--- src/hw/rtl/touch_tap_swipe_classifier_top_assert.svh ---
// Assertion macros for the touch classifier.
`ifndef TOUCH_TAP_SWIPE_CLASSIFIER_TOP_ASSERT_SVH
`define TOUCH_TAP_SWIPE_CLASSIFIER_TOP_ASSERT_SVH

`ifndef ASSERT_OFF
// same-cycle implication
`define TTSC_ASSERT_NOW(lbl, clk, rst_n, ante, cons) \
    lbl: assert property (@(posedge clk) disable iff (!rst_n) (ante) |-> (cons)) \
        else $error("touch classifier check failed");
// next-cycle implication
`define TTSC_ASSERT_NEXT(lbl, clk, rst_n, ante, cons) \
    lbl: assert property (@(posedge clk) disable iff (!rst_n) (ante) |=> (cons)) \
        else $error("touch classifier check failed");
`else
`define TTSC_ASSERT_NOW(lbl, clk, rst_n, ante, cons)
`define TTSC_ASSERT_NEXT(lbl, clk, rst_n, ante, cons)
`endif

`endif

--- src/hw/rtl/ttsc_pkg.sv ---
package ttsc_pkg;

    // result codes
    typedef enum logic [2:0] {
        EV_NONE  = 3'd0,
        EV_UP    = 3'd1,
        EV_DOWN  = 3'd2,
        EV_LEFT  = 3'd3,
        EV_RIGHT = 3'd4,
        EV_START = 3'd5,
        EV_MODE  = 3'd6
    } t_event;

    // register indexes
    localparam logic [2:0] CFG_SWIPE_MODE      = 3'd0;
    localparam logic [2:0] CFG_DEBOUNCE_MS     = 3'd1;
    localparam logic [2:0] CFG_SAMPLE_INTERVAL = 3'd2;
    localparam logic [2:0] CFG_SWIPE_MIN_RAW   = 3'd3;
    localparam logic [2:0] CFG_PAIR_TOLERANCE  = 3'd4;

    // register reset values
    localparam logic        RST_SWIPE_MODE      = 1'b0;
    localparam logic [15:0] RST_DEBOUNCE_MS     = 16'd80;
    localparam logic [15:0] RST_SAMPLE_INTERVAL = 16'd20;
    localparam logic [11:0] RST_SWIPE_MIN_RAW   = 12'd350;
    localparam logic [11:0] RST_PAIR_TOLERANCE  = 12'd80;

    // screen size defaults
    localparam int SCREEN_WIDTH_DEF  = 240;
    localparam int SCREEN_HEIGHT_DEF = 320;

    // calibration: sx = 235 - y*56/1000, sy = 304 - x*17/1000
    // divide by 1000 done as multiply by scaled reciprocal, exact for 12-bit input
    localparam logic [8:0]  CAL_SX_BASE = 9'd235;
    localparam logic [8:0]  CAL_SY_BASE = 9'd304;
    localparam logic [17:0] CAL_Y_MULT  = 18'd234885;   // 7 * ceil(2^22/125)
    localparam int          CAL_Y_SHIFT = 22;
    localparam logic [20:0] CAL_X_MULT  = 21'd1140853;  // 17 * ceil(2^26/1000)
    localparam int          CAL_X_SHIFT = 26;

    // button boxes
    localparam logic [8:0] BTN_SY_LO    = 9'd272;
    localparam logic [8:0] BTN_SY_HI    = 9'd320;
    localparam logic [8:0] BTN_START_HI = 9'd80;
    localparam logic [8:0] BTN_MODE_LO  = 9'd160;
    localparam logic [8:0] BTN_MODE_HI  = 9'd240;

    // tap mapping result
    typedef struct packed {
        logic   on_screen;
        t_event ev;
    } t_tap_res;

    function automatic logic [11:0] abs_diff(input logic [11:0] a, input logic [11:0] b);
        return (a >= b) ? (a - b) : (b - a);
    endfunction

endpackage

--- src/hw/rtl/touch_tap_swipe_classifier_top.sv ---
// Channel   Direction  Handshake          Payload
// scan in   input      i_valid / o_stall  i_action, i_now_ms, i_pen_down, i_x/y_first/second
// event out output     o_valid / i_stall  o_event_res
//
// One scan word per cycle sustained while i_stall is low; a word passes the input register, then the result register.
// The state update and classification are combinational between those two registers.
// Synchronous active-low reset clears config to defaults and tracking state to zero.
// A stall on the output holds the result; the input register then fills and o_stall rises.
module touch_tap_swipe_classifier_top #(
    parameter int SCREEN_WIDTH  = ttsc_pkg::SCREEN_WIDTH_DEF,
    parameter int SCREEN_HEIGHT = ttsc_pkg::SCREEN_HEIGHT_DEF
) (
    input  logic        i_clk,
    input  logic        i_rst_n,
    // config write port
    input  logic        i_cfg_wr_en,
    input  logic [2:0]  i_cfg_index,
    input  logic [15:0] i_cfg_wdata,
    // scan input
    input  logic        i_valid,
    output logic        o_stall,
    input  logic        i_action,
    input  logic [31:0] i_now_ms,
    input  logic        i_pen_down,
    input  logic [11:0] i_x_first,
    input  logic [11:0] i_y_first,
    input  logic [11:0] i_x_second,
    input  logic [11:0] i_y_second,
    // event output
    output logic        o_valid,
    input  logic        i_stall,
    output logic [2:0]  o_event_res
);

    // config registers
    logic        r_swipe_mode;
    logic [15:0] r_debounce_ms;
    logic [15:0] r_sample_interval;
    logic [11:0] r_swipe_min_raw;
    logic [11:0] r_pair_tolerance;

    // input register
    logic        r_in_valid;
    logic        r_in_action;
    logic [31:0] r_in_now;
    logic        r_in_pen;
    logic [11:0] r_in_x1, r_in_y1, r_in_x2, r_in_y2;

    // tracking state
    logic        r_tracking;
    logic [11:0] r_start_x, r_start_y, r_latest_x, r_latest_y;
    logic [31:0] r_event_time, r_sample_time;

    logic        n_tracking;
    logic [11:0] n_start_x, n_start_y, n_latest_x, n_latest_y;
    logic [31:0] n_event_time, n_sample_time;

    // result register
    logic             r_out_valid;
    ttsc_pkg::t_event r_out_ev;
    ttsc_pkg::t_event n_ev;

    logic out_load, step, in_load;
    logic [12:0] sum_x, sum_y;
    logic [11:0] avg_x, avg_y;
    logic        pair_ok, gates_ok;
    logic [11:0] trav_x, trav_y;
    ttsc_pkg::t_event swipe_ev;
    ttsc_pkg::t_tap_res tap_res;

    // handshake
    assign out_load = !r_out_valid || !i_stall;
    assign step     = r_in_valid && out_load;
    assign in_load  = !r_in_valid || out_load;
    assign o_stall  = !in_load;
    assign o_valid  = r_out_valid;
    assign o_event_res = r_out_ev;

    // config writes
    always_ff @(posedge i_clk) begin
        if (!i_rst_n) begin
            r_swipe_mode      <= ttsc_pkg::RST_SWIPE_MODE;
            r_debounce_ms     <= ttsc_pkg::RST_DEBOUNCE_MS;
            r_sample_interval <= ttsc_pkg::RST_SAMPLE_INTERVAL;
            r_swipe_min_raw   <= ttsc_pkg::RST_SWIPE_MIN_RAW;
            r_pair_tolerance  <= ttsc_pkg::RST_PAIR_TOLERANCE;
        end else if (i_cfg_wr_en) begin
            unique case (i_cfg_index)
                ttsc_pkg::CFG_SWIPE_MODE:      r_swipe_mode      <= i_cfg_wdata[0];
                ttsc_pkg::CFG_DEBOUNCE_MS:     r_debounce_ms     <= i_cfg_wdata;
                ttsc_pkg::CFG_SAMPLE_INTERVAL: r_sample_interval <= i_cfg_wdata;
                ttsc_pkg::CFG_SWIPE_MIN_RAW:   r_swipe_min_raw   <= i_cfg_wdata[11:0];
                ttsc_pkg::CFG_PAIR_TOLERANCE:  r_pair_tolerance  <= i_cfg_wdata[11:0];
                default: ;
            endcase
        end
    end

    // input register
    always_ff @(posedge i_clk) begin
        if (!i_rst_n) begin
            r_in_valid <= 1'b0;
        end else if (in_load) begin
            r_in_valid <= i_valid;
        end
    end

    always_ff @(posedge i_clk) begin
        if (in_load && i_valid) begin
            r_in_action <= i_action;
            r_in_now    <= i_now_ms;
            r_in_pen    <= i_pen_down;
            r_in_x1     <= i_x_first;
            r_in_y1     <= i_y_first;
            r_in_x2     <= i_x_second;
            r_in_y2     <= i_y_second;
        end
    end

    // pair check and average
    assign sum_x   = {1'b0, r_in_x1} + {1'b0, r_in_x2};
    assign sum_y   = {1'b0, r_in_y1} + {1'b0, r_in_y2};
    assign avg_x   = sum_x[12:1];
    assign avg_y   = sum_y[12:1];
    assign pair_ok = (ttsc_pkg::abs_diff(r_in_x1, r_in_x2) <= r_pair_tolerance) &&
                     (ttsc_pkg::abs_diff(r_in_y1, r_in_y2) <= r_pair_tolerance);

    // debounce and sample interval, modulo 2^32
    assign gates_ok = ((r_in_now - r_event_time) >= {16'b0, r_debounce_ms}) &&
                      ((r_in_now - r_sample_time) >= {16'b0, r_sample_interval});

    // swipe direction from start to latest point
    assign trav_x = ttsc_pkg::abs_diff(r_start_x, r_latest_x);
    assign trav_y = ttsc_pkg::abs_diff(r_start_y, r_latest_y);

    always_comb begin
        if (trav_x < r_swipe_min_raw && trav_y < r_swipe_min_raw) begin
            swipe_ev = ttsc_pkg::EV_NONE;
        end else if (trav_y > trav_x) begin
            swipe_ev = (r_start_y > r_latest_y) ? ttsc_pkg::EV_LEFT : ttsc_pkg::EV_RIGHT;
        end else begin
            swipe_ev = (r_start_x > r_latest_x) ? ttsc_pkg::EV_DOWN : ttsc_pkg::EV_UP;
        end
    end

    ttsc_tap_map #(
        .SCREEN_WIDTH  (SCREEN_WIDTH),
        .SCREEN_HEIGHT (SCREEN_HEIGHT)
    ) u_tap_map (
        .i_avg_x (avg_x),
        .i_avg_y (avg_y),
        .o_res   (tap_res)
    );

    // next state and event for the word in the input register
    always_comb begin
        n_tracking    = r_tracking;
        n_start_x     = r_start_x;
        n_start_y     = r_start_y;
        n_latest_x    = r_latest_x;
        n_latest_y    = r_latest_y;
        n_event_time  = r_event_time;
        n_sample_time = r_sample_time;
        n_ev          = ttsc_pkg::EV_NONE;
        if (r_in_action) begin
            n_tracking    = 1'b0;
            n_start_x     = '0;
            n_start_y     = '0;
            n_latest_x    = '0;
            n_latest_y    = '0;
            n_event_time  = r_in_now;
            n_sample_time = r_in_now;
        end else if (!r_in_pen) begin
            // release
            if (r_tracking && r_swipe_mode) begin
                n_ev = swipe_ev;
                if (swipe_ev != ttsc_pkg::EV_NONE) begin
                    n_event_time = r_in_now;
                end
            end
            n_tracking = 1'b0;
        end else if (gates_ok) begin
            n_sample_time = r_in_now;
            if (pair_ok && (r_swipe_mode || tap_res.on_screen)) begin
                if (!r_tracking) begin
                    n_tracking = 1'b1;
                    n_start_x  = avg_x;
                    n_start_y  = avg_y;
                    if (!r_swipe_mode) begin
                        n_ev = tap_res.ev;
                        if (tap_res.ev != ttsc_pkg::EV_NONE) begin
                            n_event_time = r_in_now;
                        end
                    end
                end
                n_latest_x = avg_x;
                n_latest_y = avg_y;
            end
        end
    end

    // tracking state
    always_ff @(posedge i_clk) begin
        if (!i_rst_n) begin
            r_tracking    <= 1'b0;
            r_start_x     <= '0;
            r_start_y     <= '0;
            r_latest_x    <= '0;
            r_latest_y    <= '0;
            r_event_time  <= '0;
            r_sample_time <= '0;
        end else if (step) begin
            r_tracking    <= n_tracking;
            r_start_x     <= n_start_x;
            r_start_y     <= n_start_y;
            r_latest_x    <= n_latest_x;
            r_latest_y    <= n_latest_y;
            r_event_time  <= n_event_time;
            r_sample_time <= n_sample_time;
        end
    end

    // result register
    always_ff @(posedge i_clk) begin
        if (!i_rst_n) begin
            r_out_valid <= 1'b0;
        end else if (out_load) begin
            r_out_valid <= r_in_valid;
        end
    end

    always_ff @(posedge i_clk) begin
        if (step) begin
            r_out_ev <= n_ev;
        end
    end

    // checks
`include "touch_tap_swipe_classifier_top_assert.svh"

    `TTSC_ASSERT_NEXT(a_swipe_ends_tracking, i_clk, i_rst_n, step && (n_ev == ttsc_pkg::EV_UP || n_ev == ttsc_pkg::EV_DOWN || n_ev == ttsc_pkg::EV_LEFT || n_ev == ttsc_pkg::EV_RIGHT), !r_tracking && r_event_time == $past(r_in_now))
    `TTSC_ASSERT_NEXT(a_button_starts_tracking, i_clk, i_rst_n, step && (n_ev == ttsc_pkg::EV_START || n_ev == ttsc_pkg::EV_MODE), r_tracking && r_event_time == $past(r_in_now))
    `TTSC_ASSERT_NEXT(a_clear_resets, i_clk, i_rst_n, step && r_in_action, !r_tracking && r_sample_time == $past(r_in_now) && r_out_ev == ttsc_pkg::EV_NONE)
    `TTSC_ASSERT_NOW(a_no_stall_when_empty, i_clk, i_rst_n, !r_in_valid, !o_stall)

endmodule

--- src/hw/rtl/ttsc_tap_map.sv ---
// Maps an averaged raw point to screen coordinates and hit-tests the buttons.
module ttsc_tap_map #(
    parameter int SCREEN_WIDTH  = ttsc_pkg::SCREEN_WIDTH_DEF,
    parameter int SCREEN_HEIGHT = ttsc_pkg::SCREEN_HEIGHT_DEF
) (
    input  logic [11:0]        i_avg_x,
    input  logic [11:0]        i_avg_y,
    output ttsc_pkg::t_tap_res o_res
);

    logic [29:0] prod_y;
    logic [32:0] prod_x;
    logic [7:0]  quot_y;
    logic [6:0]  quot_x;
    logic [8:0]  sx;
    logic [8:0]  sy;

    // constant multiply replaces the divide by 1000
    assign prod_y = 30'(i_avg_y) * 30'(ttsc_pkg::CAL_Y_MULT);
    assign prod_x = 33'(i_avg_x) * 33'(ttsc_pkg::CAL_X_MULT);
    assign quot_y = prod_y[ttsc_pkg::CAL_Y_SHIFT +: 8];
    assign quot_x = prod_x[ttsc_pkg::CAL_X_SHIFT +: 7];

    // quotients stay below the bases, so sx and sy never go negative
    assign sx = ttsc_pkg::CAL_SX_BASE - {1'b0, quot_y};
    assign sy = ttsc_pkg::CAL_SY_BASE - {2'b0, quot_x};

    always_comb begin
        o_res.on_screen = ({4'b0, sx} < 13'(SCREEN_WIDTH)) &&
                          ({4'b0, sy} < 13'(SCREEN_HEIGHT));
        o_res.ev = ttsc_pkg::EV_NONE;
        if (sy >= ttsc_pkg::BTN_SY_LO && sy < ttsc_pkg::BTN_SY_HI) begin
            if (sx < ttsc_pkg::BTN_START_HI) begin
                o_res.ev = ttsc_pkg::EV_START;
            end else if (sx >= ttsc_pkg::BTN_MODE_LO && sx < ttsc_pkg::BTN_MODE_HI) begin
                o_res.ev = ttsc_pkg::EV_MODE;
            end
        end
    end

endmodule

--- config.mk ---
export PLATFORM = sky130hd
export DESIGN_NAME = touch_tap_swipe_classifier_top
export DESIGN_NICKNAME = d
export VERILOG_FILES = /design/src/hw/rtl/ttsc_pkg.sv /design/src/hw/rtl/touch_tap_swipe_classifier_top.sv /design/src/hw/rtl/ttsc_tap_map.sv
export VERILOG_INCLUDE_DIRS = /design/src /design/src/hw/rtl
export SDC_FILE = /design/constraint.sdc
export NUM_CORES = 1
export LEC_CHECK = 0
export BUFFER_PORTS_ARGS = -buffer_cell sky130_fd_sc_hd__buf_2
export CAP_MARGIN = 20
export CORE_ASPECT_RATIO = 2
export CORE_MARGIN = 2
export CORE_UTILIZATION = 50
export DETAILED_ROUTE_END_ITERATION = 6
export PLACE_DENSITY = 0.78
export SKIP_LAST_GASP = 1
export SYNTH_ARGS = -nofsm -noshare
export SYNTH_HDL_FRONTEND = slang
export SYNTH_SLANG_ARGS = --single-unit
--- constraint.sdc ---
create_clock -name i_clk -period 12.9 [get_ports i_clk]
set_clock_uncertainty 0.05 [all_clocks]
set_input_delay 1.935 -clock i_clk [delete_from_list [all_inputs] [get_ports i_clk]]
set_output_delay 1.935 -clock i_clk [all_outputs]
set_load 0.005 [all_outputs]
==> run metrics <==
Avg Cell Area, Syn 8.58 um2; Nets 3944; port bufs 110; Final Hold Viols 0; Worst-Skew Late Latency 610 ps; peak supply drop 0.199 mV; Synth cell types 91; unrepaired setup endpoints after global routing false; grt ovf 0; initial drt markers 1096; worst min-delay path class reg2reg; Netlist Area Pre-Place 0.0273 mm2; die width 169 um; crit-path max cell delay 570 ps; vias after detailed routing 23101; Routed Antenna Nets 0; sequential-to-total area share from yosys stat 21.9%; fraction of layout cells with a size suffix above 1 7.67%; Yosys warning count 0; total track usage 26.6%; CTS tree built; CP max FO 15; CTS root buf clkbuf_16; initial antenna violation count 0; H-Tree Depth 1; syn nets 3878; critical path class reg2reg; ys async rst share 0%; RR Startpoint r_in_y1[1]$_DFFE_PP_; Post-synth EDFFs 85; Fmax 106 MHz; # hold bufs at CTS 0; Die Height 335 um; slowest cell on the critical path xnor2_1; Longest Clk Path Bufs 3; critical path startpoint category register; Synth area leader ha_1; Worst Path Arrival 9880 ps; area grow syn2layout 7.43%; Layout fillers 4965; drt total wl 76.1 mm; Layout Cells excl Fill 3949; Reg clk slew, reported paths 70 ps; Inserted Diodes 0; commonest register cell after synthesis dfxtp_1; R2R Setup Slk 3480 ps; Min Clock Period, post-route 9420 ps; Post-CTS Setup Bufs 0; actual slew at the worst max-slew pin 1130 ps; full die area 0.0567 mm2; routed len/inst 19.3 um; crit path launch r_in_y1[1]$_DFFE_PP_; DRC viols 0; final period utilization 73.0%; Pre-antenna DRT Iters 5; Rel. slew slack 22.5%; Final Setup Violations 0; largest net degree at the start of global routing 73; initial core utilization 50.4%; FF-to-FF End r_latest_x[11]$_SDFFE_PN0P_; Setup TNS 0 ps; Lkg Pwr 0.0134 uW; Mapped Cells 3186; Synth Register Bits 257; # clock sinks 257; Site Rows 121; CTS Buf Count 27; top-area cell type share of the netlist area 21.3%; first-pass GRT wire length 119 mm; vias in the first global route 23609; R2R cell count 32; Vias/cell 5.85; Worst setup EP type register; final-report max-slew violation count 0; core area 0.0542 mm2; post-CTS resize count 0; Critical Path RT 13360 ps; routability congestion estimate 0.998; status complete, no violations; pwr/cell area 243 mW/mm2; Critical path destination r_latest_x[11]$_SDFFE_PN0P_; Ports 111; placed cell count 3899; top cells by area, synth ha_1, dfxtp_1, edfxtp_1; DP HPWL 63.1 mm; Max-Cap Viols 0
==> state kept, by name, summed over array words and instances, names as in the netlist, 3 cells and up <==
name               cells
o_event_res            3
r_event_time          32
r_latest_x            12
r_in_now              32
r_sample_interval     16
r_latest_y            12
r_start_y             12
r_pair_tolerance      12
r_swipe_min_raw       12
r_in_y1               12
r_in_y2               12
r_debounce_ms         16
r_start_x             12
r_in_x2               12
r_in_x1               12
r_sample_time         32
==> layout by cell type (no fill, tap or decap), drive strengths merged, types with 35 or more instances in the layout <==
| cell | synthesis | final |
|---|---|---|
| clkbuf | 66 | 36 |
| mux2i | 96 | 96 |
| nand2 | 339 | 339 |
| inv | 543 | 550 |
| nand3 | 44 | 44 |
| o21a | 39 | 39 |
| nand4 | 48 | 48 |
| nor2 | 106 | 106 |
| o21ai | 119 | 119 |
| a21oi | 255 | 255 |
| ha | 466 | 466 |
| fa | 120 | 120 |
| buf | 30 | 133 |
| edfxtp | 85 | 85 |
| xnor2 | 77 | 77 |
| dfxtp | 172 | 172 |
| a21o | 82 | 82 |
| o21bai | 35 | 35 |
==> Yosys cell counts, drive strengths merged (39+ instances only) <==
cell,n
ha,466
inv,543
xnor2,77
mux2i,96
o21ai,119
fa,120
nor2,106
nand2,339
a21o,82
dfxtp,172
edfxtp,85
a21oi,255
clkbuf,66
nand3,44
o21a,39
nand4,48
==> power breakdown <==
group	total, uW	switching, uW	internal (uW)
Combinational	5420	3210	2200
Sequential	902	28.0	873
Clock	804	358	446
Total	7120	3600	3520
==> routing by layer <==
metal | track usage, % | wire length, um | up-vias | part of all wire [%]
li1 | - | - | 11109 | -
met1 | 24.0 | 25000 | 10914 | 33
met2 | 50.9 | 40300 | 712 | 53
met3 | 2.75 | 2770 | 366 | 3.6
met4 | 24.5 | 8050 | 0 | 11
met5 | 0 | 0 | - | 0
==> stage by stage <==
stage	hold WS, ps	utilization [%]	total power (uW)	setup slack, ps	cell area (um2)
3_5_place_dp	396	52.5	6280	3530	28500
6_report	404	54.2	7120	3480	29400
4_1_cts	406	54.2	7130	3560	29400
2_1_floorplan	385	-	4900	4800	27300
5_1_grt	420	54.2	7900	2900	29400
3_3_place_gp	392	52.5	6170	3790	28500
==> kinds of logic after synthesis <==
kind of cell             count (synthesis)  share of synthesized area (%)
AO/OA/AOI/OAI                          765                           18.9
AND/OR/NAND/NOR                        724                           12.4
buffers and inverters                  639                           9.15
adder cells (fa/ha/maj)                586                           30.1
flip-flops                             257                           21.9
multiplexers                           111                           4.13
XOR/XNOR                               104                           3.33
==> how the worst min path moves through the flow <==
stage | end | cells after the start | startpoint
2_1_floorplan | r_event_time[10]$_SDFFE_PN0P_ | 2 | r_event_time[10]$_SDFFE_PN0P_
3_3_place_gp | r_event_time[4]$_SDFFE_PN0P_ | 2 | r_event_time[4]$_SDFFE_PN0P_
3_5_place_dp | r_swipe_min_raw[11]$_SDFFE_PN0P_ | 2 | r_swipe_min_raw[11]$_SDFFE_PN0P_
4_1_cts | r_swipe_min_raw[11]$_SDFFE_PN0P_ | 2 | r_swipe_min_raw[11]$_SDFFE_PN0P_
5_1_grt | r_sample_interval[10]$_SDFFE_PN0P_ | 2 | r_sample_interval[10]$_SDFFE_PN0P_
6_report | r_swipe_min_raw[11]$_SDFFE_PN0P_ | 2 | r_swipe_min_raw[11]$_SDFFE_PN0P_
==> layout make-up <==
class,instances,area [um2],share of cell area [%]
Timing Repair Buffer,133,726,2.47
Sequential cell,257,6000,20.4
Tap cell,676,846,2.88
Multi-Input combinational cell,2290,18900,64.2
Clock inverter,14,104,0.354
Clock buffer,36,805,2.74
Inverter,543,2040,6.94
==> worst max-delay path: cells and delay by family, from the launching register on <==
| kind | cells | cell delay, ps |
|---|---|---|
| flops | 1 | 420 |
| fa+ha+maj | 7 | 3380 |
| simple gates | 6 | 1500 |
| buf+inv | 4 | 550 |
| xor+xnor | 1 | 570 |
| compound gates | 14 | 2880 |
(Power assumes the default switching activity.)
